**src/rtl/tfpu_pkg.sv**
```systemverilog
// shared types and constants for the three-frequency phase unwrapper
package tfpu_pkg;

    // default fraction bits of one turn
    localparam int PHASE_FRAC_BITS_DEF = 16;

    // fixed field widths
    localparam int PHASE_IN_W      = 16;
    localparam int MOD_W           = 20;
    localparam int RATIO_W         = 24;
    localparam int RATIO_FRAC_BITS = 16;
    localparam int OUT_W           = 27;

    // output saturation limits
    localparam int OUT_MAX = 67108863;
    localparam int OUT_MIN = -67108864;

    // fringe order widths (beat order and high order)
    localparam int K12_W = 10;
    localparam int K1_W  = 19;

    // configuration port
    localparam int CFG_IDX_W  = 2;
    localparam int CFG_DATA_W = 24;

    typedef enum logic [CFG_IDX_W-1:0] {
        CFG_RATIO_HIGH_TO_BEAT  = 2'd0,
        CFG_RATIO_BEAT_TO_BEAT2 = 2'd1,
        CFG_MIN_MODULATION      = 2'd2
    } tfpu_cfg_idx_t;

    localparam logic [RATIO_W-1:0] RATIO_RESET   = 24'd524288;
    localparam logic [MOD_W-1:0]   MIN_MOD_RESET = 20'd0;

    // load enables for the three stages of one fringe order unit
    typedef struct packed {
        logic mul;
        logic sub;
        logic rnd;
    } tfpu_stage_en_t;

endpackage

```
**src/rtl/tfpu_order.sv**
```systemverilog
// fringe order unit: multiply by ratio, subtract reference, round to whole turns
module tfpu_order #(
    parameter int FRAC_BITS = tfpu_pkg::PHASE_FRAC_BITS_DEF,
    parameter int A_W       = tfpu_pkg::PHASE_FRAC_BITS_DEF + 1,
    parameter int K_W       = tfpu_pkg::K12_W
) (
    input  logic                            clk,
    input  tfpu_pkg::tfpu_stage_en_t        en,
    input  logic signed [A_W-1:0]           a,
    input  logic [tfpu_pkg::RATIO_W-1:0]    ratio,
    input  logic [FRAC_BITS-1:0]            phase_ref,
    output logic signed [K_W-1:0]           order,
    output logic [FRAC_BITS-1:0]            phase_ref_out
);
    import tfpu_pkg::*;

    localparam int SH  = FRAC_BITS + RATIO_FRAC_BITS;
    localparam int P_W = A_W + RATIO_W + 1;
    localparam int X_W = P_W + 1;
    localparam logic signed [X_W-1:0] HALF = X_W'(1) << (SH - 1);

    logic signed [P_W-1:0]  prod_reg, prod_next;
    logic signed [X_W-1:0]  x_reg, x_next;
    logic signed [X_W-1:0]  ref_s;
    logic signed [X_W-1:0]  rnd;
    logic signed [K_W-1:0]  order_reg, order_next;
    logic [FRAC_BITS-1:0]   ph_mul_reg, ph_sub_reg, ph_rnd_reg;

    // product of phase operand and ratio
    assign prod_next = a * $signed({1'b0, ratio});

    // remove the reference phase scaled to the product's fraction
    assign ref_s  = $signed(X_W'({ph_mul_reg, {RATIO_FRAC_BITS{1'b0}}}));
    assign x_next = X_W'(prod_reg) - ref_s;

    // round half away from zero: floor((x + half - neg) / 2^SH)
    assign rnd        = x_reg + HALF - X_W'(x_reg[X_W-1]);
    assign order_next = rnd[SH +: K_W];

    // stage registers
    always_ff @(posedge clk)
    begin
        if (en.mul)
        begin
            prod_reg   <= prod_next;
            ph_mul_reg <= phase_ref;
        end
        if (en.sub)
        begin
            x_reg      <= x_next;
            ph_sub_reg <= ph_mul_reg;
        end
        if (en.rnd)
        begin
            order_reg  <= order_next;
            ph_rnd_reg <= ph_sub_reg;
        end
    end

    assign order         = order_reg;
    assign phase_ref_out = ph_rnd_reg;

endmodule

```
**config.mk**
```make
export PLATFORM = sky130hd
export DESIGN_NAME = tfpu_order
export DESIGN_NICKNAME = d
export VERILOG_FILES = /design/src/rtl/tfpu_pkg.sv /design/src/rtl/tfpu_order.sv
export SDC_FILE = /design/constraint.sdc
export NUM_CORES = 1
export LEC_CHECK = 0
export BUFFER_PORTS_ARGS = -buffer_cell sky130_fd_sc_hd__buf_4
export CORE_MARGIN = 5
export CORE_UTILIZATION = 45
export DETAILED_ROUTE_END_ITERATION = 8
export GPL_ROUTABILITY_DRIVEN = 0
export PLACE_DENSITY = 0.69
export REMOVE_ABC_BUFFERS = 1
export SLEW_MARGIN = 0
export SYNTH_ARGS = -nofsm -noshare
export SYNTH_HDL_FRONTEND = slang
export SYNTH_SLANG_ARGS = --single-unit
```
**constraint.sdc**
```tcl
create_clock -name clk -period 7.4 [get_ports clk]
set_input_delay 0.37 -clock clk [delete_from_list [all_inputs] [get_ports clk]]
set_output_delay 0.37 -clock clk [all_outputs]
set_load 0.01 [all_outputs]
```
# [Word-level counts from Yosys, hierarchy flattened]
# Index checks and enable logic that the tools add are counted.
[totals] reg_bits=143 inputBits=61 output_inout_bits=26 elab_cells=10
[op_classes] add_sub_neg=3 n_mul=1
[op_table] cell="$sub A42 B33 Y43" count=1
[op_table] cell="$add A42 B32 Y42 const B" count=1
[op_table] cell="$mul A17 B25 Y42" count=1
[op_table] cell="$sub A42 B1 Y42" count=1

# [Longest topological paths before layout]
# Gate-level depths: netlist of run 1.
[logic_depth] ltp_word=2 ltp_mapped=23 mapped_depth_nobuf=22

# [Worst setup path before layout of run 1]
# Ideal clock, no wire load.
[synth_path] path_type="input port to flip-flop" from="input a[2]" to="register prod_reg[37] (data pin)" arrival_time_ps=5812 setup_slack_ps=1323 path_stages=23 n_path_buf=2 cell_sequence="clkbuf_1 nand2_1 fa_1 inv_1 fa_1 inv_1 fa_1 inv_1 fa_1 fa_1 inv_1 fa_1 inv_1 ha_1 clkbuf_1 nand2_1 nor4_1 a221oi_1 nand3_1 a221oi_1 o221ai_1 a21oi_1 xnor2_1"
[synth_between] elab_chain_cells=1
[synth_lines] item="start, declared" line_no="tfpu_order.sv:9" text="input logic signed [A_W-1:0] a,"
[synth_lines] item="$mul A17 B25 Y42" line_no="tfpu_order.sv:30" text="assign prod_next = a * $signed({1'b0, ratio});"
[synth_lines] item="via prod_next[37]" line_no="tfpu_order.sv:22" text="logic signed [P_W-1:0] prod_reg, prod_next;"
[synth_lines] item="end signal, assigned" line_no="tfpu_order.sv:45" text="prod_reg <= prod_next;"
[synth_lines] item="end, declared" line_no="tfpu_order.sv:22"
# The timed path passes the listed nets, and every way through them passes these cells.
# A chain may end at the register's enable or synchronous reset.

# [Worst setup path after layout of run 1]
# Ends and elaborated chain as after synthesis.

==> results of run 1 <==
metal layers:
metal	vias to the layer above	routed length, microns	track usage (%)
met3	72	2580	3.05
met1	7141	19900	25.3
met2	456	22800	33.2
met5	-	0	0
met4	0	1200	5.45
li1	6693	-	-
synthesized netlist by cell type, drive strengths merged (2+ instances only):
| cell type | n | area [sq um] |
|---|---|---|
| inv | 455 | 1710 |
| fa | 330 | 6610 |
| nand2 | 240 | 901 |
| and2 | 198 | 1240 |
| ha | 198 | 2480 |
| edfxtp | 143 | 4290 |
| a21oi | 75 | 375 |
| clkbuf | 75 | 283 |
| nor2 | 51 | 191 |
| xnor2 | 49 | 429 |
| a21o | 46 | 345 |
| o21ai | 40 | 204 |
| xor2 | 21 | 184 |
| nand3 | 20 | 100 |
| nor3 | 20 | 100 |
| nand2b | 15 | 93.8 |
| nand4 | 12 | 75.1 |
| o21a | 11 | 82.6 |
| o21bai | 11 | 82.6 |
| nor2b | 10 | 62.6 |
| a31oi | 8 | 50.1 |
| o211ai | 8 | 70.1 |
| and3 | 7 | 43.8 |
| nor4 | 7 | 43.8 |
| or3 | 7 | 48.8 |
| a211oi | 6 | 45.0 |
| a311oi | 5 | 61.3 |
| or2 | 5 | 31.3 |
| a221oi | 4 | 35.0 |
| o311ai | 4 | 35.0 |
| a221o | 3 | 30.0 |
| o221ai | 3 | 26.3 |
| a21boi | 2 | 15.0 |
| a41o | 2 | 20.0 |
| a41oi | 2 | 25.0 |
| and4 | 2 | 17.5 |
| nor3b | 2 | 15.0 |
| o211a | 2 | 20.0 |
| o22ai | 2 | 12.5 |
| o31a | 2 | 17.5 |
| o31ai | 2 | 15.0 |
cell families after synthesis:
| kind of cell | Yosys count | share of synthesized area (%) |
|---|---|---|
| simple gates | 598 | 14.5 |
| buf+inv | 532 | 9.71 |
| fa+ha+maj | 528 | 44.1 |
| compound gates | 243 | 7.83 |
| flops | 143 | 20.9 |
| xor+xnor | 70 | 2.98 |
critical path: cells and delay by family:
| kind | cells | cell delay [ns] |
|---|---|---|
| and+or+nand+nor | 2 | 0.35 |
| xor gates and xnor gates | 1 | 0.09 |
| AOI/OAI and AO/OA | 6 | 1.80 |
| buffers and inverters | 6 | 0.55 |
| adders and majority gates | 7 | 3.38 |
cells in the final DEF (no fill, tap or decap), types with 4 or more instances in the layout:
master,synthesis,final
a211oi_1,6,6
a21o_1,46,46
a21oi_1,75,75
a221oi_1,4,4
a311oi_1,4,4
a31oi_1,8,8
and2_1,198,198
and3_1,7,7
buf_4,0,87
clkbuf_16,0,17
edfxtp_1,143,143
fa_1,330,330
ha_1,198,198
inv_1,455,455
inv_6,0,6
nand2_1,240,240
nand2b_1,15,15
nand3_1,20,20
nand4_1,12,12
nor2_1,51,51
nor2b_1,10,10
nor3_1,20,20
nor4_1,7,7
o211ai_1,6,6
o21a_1,11,11
o21ai_0,37,37
o21bai_1,11,11
o311ai_1,4,4
or2_2,5,5
or3_1,6,6
xnor2_1,49,49
xor2_1,21,21
metrics by stage:
| step | hold slack, ns | worst slack [ns] |
|---|---|---|
| 6_report | 0.121 | 1.03 |
| 5_1_grt | 0.0900 | 0.744 |
| 4_1_cts | 0.0928 | 1.14 |
| 3_5_place_dp | 0.405 | 0.678 |
| 3_3_place_gp | 0.403 | 0.846 |
| 2_1_floorplan | 0.400 | 1.50 |
final cells by class:
cell class / instances / area share (%)
clock inverters: 14 / 0.696
repair buffers: 87 / 2.93
clock buffers: 18 / 1.93
well taps: 600 / 3.37
flip-flops and latches: 143 / 19.3
inverters: 456 / 7.68
multi-input cells: 1439 / 64.1
final timing paths:
path	from	cells after the start	slack, ns	end
worst min register to register	prod_reg[14]	0	0.41	x_reg[14]
worst min-delay path	phase_ref[11]	1	0.12	ph_mul_reg[11]
worst max register to register	ph_mul_reg[2]	10	4.17	x_reg[42]
worst max-delay path	a[2]	22	1.03	prod_reg[37]
==> flow_summary.yaml, run 1 <==
die:
  die_x_microns: 224
  core_area_sq_um: 45300
  die_area_sq_um: 50100
  die_h_microns: 224
  io_pins: 87
  rows: 78
  initial_core_util_pct: 45.5
cts:
  path_clk_slew_ns: 0.06
  cts_max_level: 4
  cts_root_buf: "clkbuf_16"
  clock_latency_ns: 0.43
  cts_setup_buffers: 0
  hold_buffers: 0
  cts_tree: "built"
  numCtsBuffers: 17
  cts_resized: 0
  clock_tree.buffer_depth: 2
  clkSinkCount: 143
logic_synthesis:
  async_flop_share_pct: 0
  ys_warn_count: 0
  ys_seq_elements: 143
  synth_edf_count: 143
  ys.flop_type: "edfxtp_1"
  syn_inst: 2114
  synth.distinct_cells: 57
  syn_area_sq_um: 20600
  synth.avg_cell_area_sq_um: 9.74
  ys_seq_area_share_pct: 20.9
route:
  wl_per_cell_microns: 16.9
  dr.pass1.iters: 5
  wl_mm: 46.5
  vias_per_cell: 5.21
  drtAntennaViolNets: 0
  drc: 0
  vias: 14400
  drtIter0Drc: 744
sta:
  layout_min_cycle_time_ns: 6.37
  setup_tns_ns: 0
  period_share_pct: 86.0
  fmax_mhz: 157
  finalSetupViolations: 0
  slew_headroom_pct: 49.5
  slew_viol_final: 0
  rsz0062_at_grt: "false"
  worst_pin_slew_ns: 0.758
  clock_skew_ns: 0.00863
  hold_violations: 0
run_status:
  status: "complete, no violations"
worst_setup_path:
  crit_type: "input port to flop"
  end_kind: "flop"
  critPathMaxStageDelay_ns: 0.55
  crit_required_ns: 7.57
  worst-path-max-fanout: 24
  cp-start-kind: "input port"
  cpMostUsedCell: "fa_1"
  crit_arrival_ns: 6.53
  cp_cell_sequence: "buf_4, nand2_1, fa_1, inv_1, fa_1, inv_1, fa_1, inv_1, fa_1, fa_1, inv_1, fa_1, inv_1, ha_1, a21oi_1, o21ai_0, a221oi_1, nand3_1, a221oi_1, o221ai_1, a21oi_1, xnor2_1"
  cpMaxStageDelayCell: "fa_1"
final_layout:
  largest_register_ffs: 43
  multi_input_area_sq_um: 14300
  seq_area_sq_um: 4290
  fill_cells: 4170
  area_growth_pct: 8.26
  antenna_cells: 0
  fin_util_pct: 49.2
  layout-drive-gt1-share_pct: 5.93
  fin_nets: 2733
  fin_area_sq_um: 22300
  layout.cells.non_filler: 2757
global_routing:
  grt-ovfl-total: 0
  track_usage_pct: 19.3
  grt_max_degree: 60
  antenna_found_initial: 0
  grt_pass1_wl_mm: 78.7
  grt_pass1_vias: 15600
place:
  dp_cells: 2725
  hpwl_mm: 37.4
  postPlaceCellArea_sq_um: 21700
  port_buffers: 86
worst_hold_path:
  hold_path_class: "input port to flop"
flow_run:
  max-cap-violations: 0
Power of run 1 is not shown: default switching activity piles up to over one toggle a cycle in this logic, so the estimate is an artifact.
==> run 2, diff against run 1 <==
==> constraint.sdc (replaced) <==
create_clock -name clk -period 7.4 [get_ports clk]
set_input_delay 2.22 -clock clk [delete_from_list [all_inputs] [get_ports clk]]
set_output_delay 2.22 -clock clk [all_outputs]
set_load 0.01 [all_outputs]
==> flow_summary.yaml, run 2 (synthesized netlist as in run 1, its figures left out) <==
die:
  core_area_sq_um: 45300
  die_area_sq_um: 50100
  io_pins: 87
  die_h_microns: 224
  initial_core_util_pct: 45.5
  rows: 78
  die_x_microns: 224
final_layout:
  area_growth_pct: 19.2
  layout_common_cells: "444 x inv_1, 307 x fa_1, 237 x buf_4"
  fin_area_sq_um: 24500
  antenna_cells: 0
  layout-drive-gt1-share_pct: 18.2
  largest_register_ffs: 43
  final_common_cell: "inv_1"
  fill_cells: 3980
  fin_nets: 2923
cts:
  cts_root_buf: "clkbuf_16"
  path_clk_slew_ns: 0.06
  clock_tree.buffer_depth: 2
  clkSinkCount: 143
  numCtsBuffers: 17
  cts_tree: "built"
  cts_max_level: 4
  clock_latency_ns: 0.43
worst_setup_path:
  crit_type: "input port to flop"
  reg2reg_depth: 10
  crit_required_ns: 7.58
  end_kind: "flop"
  crit_arrival_ns: 7.65
  worst-path-max-fanout: 10
  cp-start-kind: "input port"
sta:
  layout_min_cycle_time_ns: 7.47
  hold_violations: 0
  slew_viol_final: 0
  slew_headroom_pct: 50.0
  finalSetupViolations: 1
  fin_ws_ns: -0.0677
  worst_pin_slew_ns: 0.738
  fmax_mhz: 134
  clock_skew_ns: 0.0101
  period_share_pct: 101
  rsz0062_at_grt: "true"
route:
  drc: 0
  vias: 14900
  dr.pass1.iters: 5
  vias_per_cell: 5.06
  wl_mm: 46.9
  wl_per_cell_microns: 15.9
  drtIter0Drc: 721
  drtAntennaViolNets: 0
worst_hold_path:
  hold_path_class: "flop to flop"
  holdPathStages: 0
place:
  postPlaceCellArea_sq_um: 23200
  hpwl_mm: 39.7
  port_buffers: 86
flow_run:
  max-cap-violations: 0
global_routing:
  grt_max_degree: 60
  grt-ovfl-total: 0
  grt_pass1_vias: 16300
  grt_pass1_wl_mm: 78.8
  antenna_found_initial: 0
  track_usage_pct: 19.0
run_status:
  status: "finished, violations left"
  violations: "setup timing"
==> run 2: worst max-delay path: stages <==
cell,delay (ns)
buf_4,0.12
buf_12,0.14
and2_4,0.15
fa_1,0.48
inv_1,0.05
fa_1,0.46
fa_1,0.53
inv_2,0.05
fa_1,0.48
fa_1,0.50
inv_1,0.05
fa_1,0.49
inv_2,0.05
ha_4,0.28
nand2_2,0.05
or4b_4,0.53
a311oi_4,0.34
o21ai_2,0.13
o311ai_2,0.27
o211ai_1,0.14
xnor2_1,0.14
==> run 2: per-layer routing <==
layer / global-route usage [%] / routed length [microns] / vias up
met5: 0 / 0 / -
met4: 6.21 / 1330 / 0
met3: 2.90 / 1970 / 82
met2: 33.2 / 23300 / 363
met1: 24.4 / 20200 / 7397
li1: - / - / 7057
==> run 2: final cells by class <==
class                           instances  area [sq um]  share of cell area (%)
Clock buffer                           17           425                    1.73
Clock inverter                         15           170                   0.694
Inverter                              456          1710                    6.98
Multi-Input combinational cell       1439         14900                    60.6
Sequential cell                       143          4290                    17.5
Tap cell                              600           751                    3.06
Timing Repair Buffer                  277          2320                    9.45
==> run 2: final timing paths <==
| path | from | to | slack [ns] |
|---|---|---|---|
| setup / recovery | ratio[7] | prod_reg[41] | -0.07 |
| hold / removal | prod_reg[15] | x_reg[15] | 0.41 |
| setup reg to reg | ph_mul_reg[2] | x_reg[42] | 4.24 |
| hold reg to reg | prod_reg[15] | x_reg[15] | 0.41 |
==> run 2: through the flow <==
| stage | setup WS [ns] | utilization (%) | std cells | TNS [ns] | hold slack [ns] |
|---|---|---|---|---|---|
| after floorplan | -0.353 | - | 2038 | -1.22 | 0.400 |
| after global placement | -0.728 | 51.2 | 2910 | -10.11 | 0.402 |
| after detailed placement | -0.825 | 51.2 | 2910 | -12.03 | 0.405 |
| after CTS | -0.104 | 53.2 | 2943 | -0.174 | 0.419 |
| after global routing | -0.194 | 54.2 | 2947 | -0.714 | 0.423 |
| final | -0.0677 | 54.2 | 2947 | -0.0677 | 0.414 |
==> run 2: repair_timing <==
action / 4_1_cts / 5_1_grt
resized for setup: 58 / 107
pin swaps: 15 / 37
cloned: 0 / 0
hold buffers: 0 / 0
setup endpoints to repair: 15 / 17
endpoints found under the hold margin: 0 / 0
setup buffers: 1 / 4
Power of run 2 is left out for the same reason.
==> run 3, diff against run 2 <==
--- a/config.mk
+++ b/config.mk
@@ -10,7 +10,7 @@
 export CORE_UTILIZATION = 45
 export DETAILED_ROUTE_END_ITERATION = 8
 export GPL_ROUTABILITY_DRIVEN = 0
-export PLACE_DENSITY = 0.69
+export PLACE_DENSITY = 0.57
 export REMOVE_ABC_BUFFERS = 1
 export SLEW_MARGIN = 0
 export SYNTH_ARGS = -nofsm -noshare
==> constraint.sdc (replaced) <==
create_clock -name clk -period 7.4 [get_ports clk]
set_input_delay 2.22 -clock clk [delete_from_list [all_inputs] [get_ports clk]]
set_output_delay 2.22 -clock clk [all_outputs]
set_load 0.05 [all_outputs]
==> flow_summary.yaml, run 3 (synthesized netlist as in run 1, its figures left out) <==
run_status:
  status: "finished, violations left"
  violations: "setup timing"
worst_setup_path:
  setup.worst_path.start: "a[5]"
  worst-path-max-fanout: 8
  cp_cell_sequence: "buf_16, and2_4, fa_1, inv_1, fa_1, fa_1, inv_1, fa_1, fa_1, inv_2, fa_1, inv_2, ha_4, nand2_1, or4b_4, a311oi_4, o21ai_2, o311ai_2, o211ai_1, xnor2_1"
  cp-start-kind: "input port"
  end_kind: "flop"
  cpMaxStageDelayCell: "or4b_4"
  critPathMaxStageDelay_ns: 0.56
  crit_arrival_ns: 7.60
  ff2ff_setup_slack_ns: 4.17
  path_delay_family: "adder cells"
  crit_cells: 20
  r2r_start: "prod_reg[16]"
  cpMostUsedCell: "fa_1"
  crit_type: "input port to flop"
  path_buf_inv: 5
  reg2reg_depth: 11
  crit_required_ns: 7.56
final_layout:
  fill_cells: 4121
  antenna_cells: 0
  layout_common_cells: "446 x inv_1, 312 x fa_1, 238 x buf_4"
  largest_register_ffs: 43
  layout-drive-gt1-share_pct: 18.1
  area_growth_pct: 20.0
  final_common_cell: "inv_1"
  fin_nets: 2931
worst_hold_path:
  hold_path_class: "flop to flop"
  hp-start: "prod_reg[11]"
  holdPathStages: 0
cts:
  clock_latency_ns: 0.42
  clkSinkCount: 143
  cts_tree: "built"
  cts_max_level: 4
  path_clk_slew_ns: 0.06
  cts_root_buf: "clkbuf_16"
  clock_tree.buffer_depth: 2
  numCtsBuffers: 17
sta:
  rsz0062_at_grt: "true"
  fin_ws_ns: -0.0328
  hold_violations: 0
  layout_min_cycle_time_ns: 7.43
  slew_headroom_pct: 49.9
  finalSetupViolations: 1
  fmax_mhz: 135
  worst_pin_slew_ns: 0.751
  hold_slack_ns: 0.417
  clock_skew_ns: 0.0107
  slew_viol_final: 0
  setup_tns_ns: -0.0328
  period_share_pct: 100
route:
  drtIter0Drc: 645
  wl_per_cell_microns: 16.1
  vias_per_cell: 4.97
  vias: 14700
  dr.pass1.iters: 5
  drc: 0
  wl_mm: 47.6
  drtAntennaViolNets: 0
place:
  place_ws_ns: -0.780
  hpwl_mm: 40.0
  port_buffers: 86
die:
  die_area_sq_um: 50100
  core_area_sq_um: 45300
  io_pins: 87
  die_x_microns: 224
  initial_core_util_pct: 45.5
  die_h_microns: 224
  rows: 78
global_routing:
  grt_max_degree: 60
  track_usage_pct: 19.3
  grt_pass1_vias: 15800
  grt_pass1_wl_mm: 79.6
  antenna_found_initial: 0
  grt-ovfl-total: 0
flow_run:
  max-cap-violations: 0
[run 3: repair_timing]
item,CTS,global route
resized for setup,64,104
endpoints found under the hold margin,0,0
hold buffers,0,0
gates cloned,0,1
endpoints found under the setup margin,14,17
buffers inserted,2,5
pin swaps,30,42
[run 3: cell type report]
type / count / area, sq um / share of cell area, %
clock buffer: 17 / 425 / 1.72
clock inverter: 15 / 206 / 0.835
inverter: 456 / 1710 / 6.93
multi-input combinational: 1439 / 14800 / 60.1
sequential: 143 / 4290 / 17.4
tap: 600 / 751 / 3.04
timing repair buffer: 285 / 2480 / 10.0
[run 3: layer usage]
layer | global-route usage [%] | vias up | share of wire, %
li1 | - | 7099 | -
met1 | 27.0 | 7227 | 46
met2 | 32.4 | 300 | 48
met3 | 1.97 | 68 | 3.3
met4 | 5.55 | 0 | 2.4
met5 | 0 | - | 0
[run 3: worst reg2reg max path, delay by kind of cell, from the launching register on]
kind	cells	cell delay, ns
buffers and inverters	1	0.08
AND/OR/NAND/NOR	1	0.05
flip-flops	1	0.37
AO/OA/AOI/OAI	7	2.07
adder cells (fa/ha/maj)	2	0.41
[run 3: worst paths after layout]
kind / end
worst min register to register: x_reg[11]
worst max-delay path: prod_reg[41]
worst min-delay path: x_reg[11]
worst max register to register: x_reg[42]
[run 3: through the flow]
stage / area [sq um] / utilization, % / std cells
after CTS: 24100 / 53.3 / 2949
after detailed placement: 23300 / 51.4 / 2915
after global routing: 24700 / 54.6 / 2955
final: 24700 / 54.6 / 2955
after floorplan: 20300 / - / 2038
after global placement: 23300 / 51.4 / 2915
Power of run 3 is left out for the same reason.
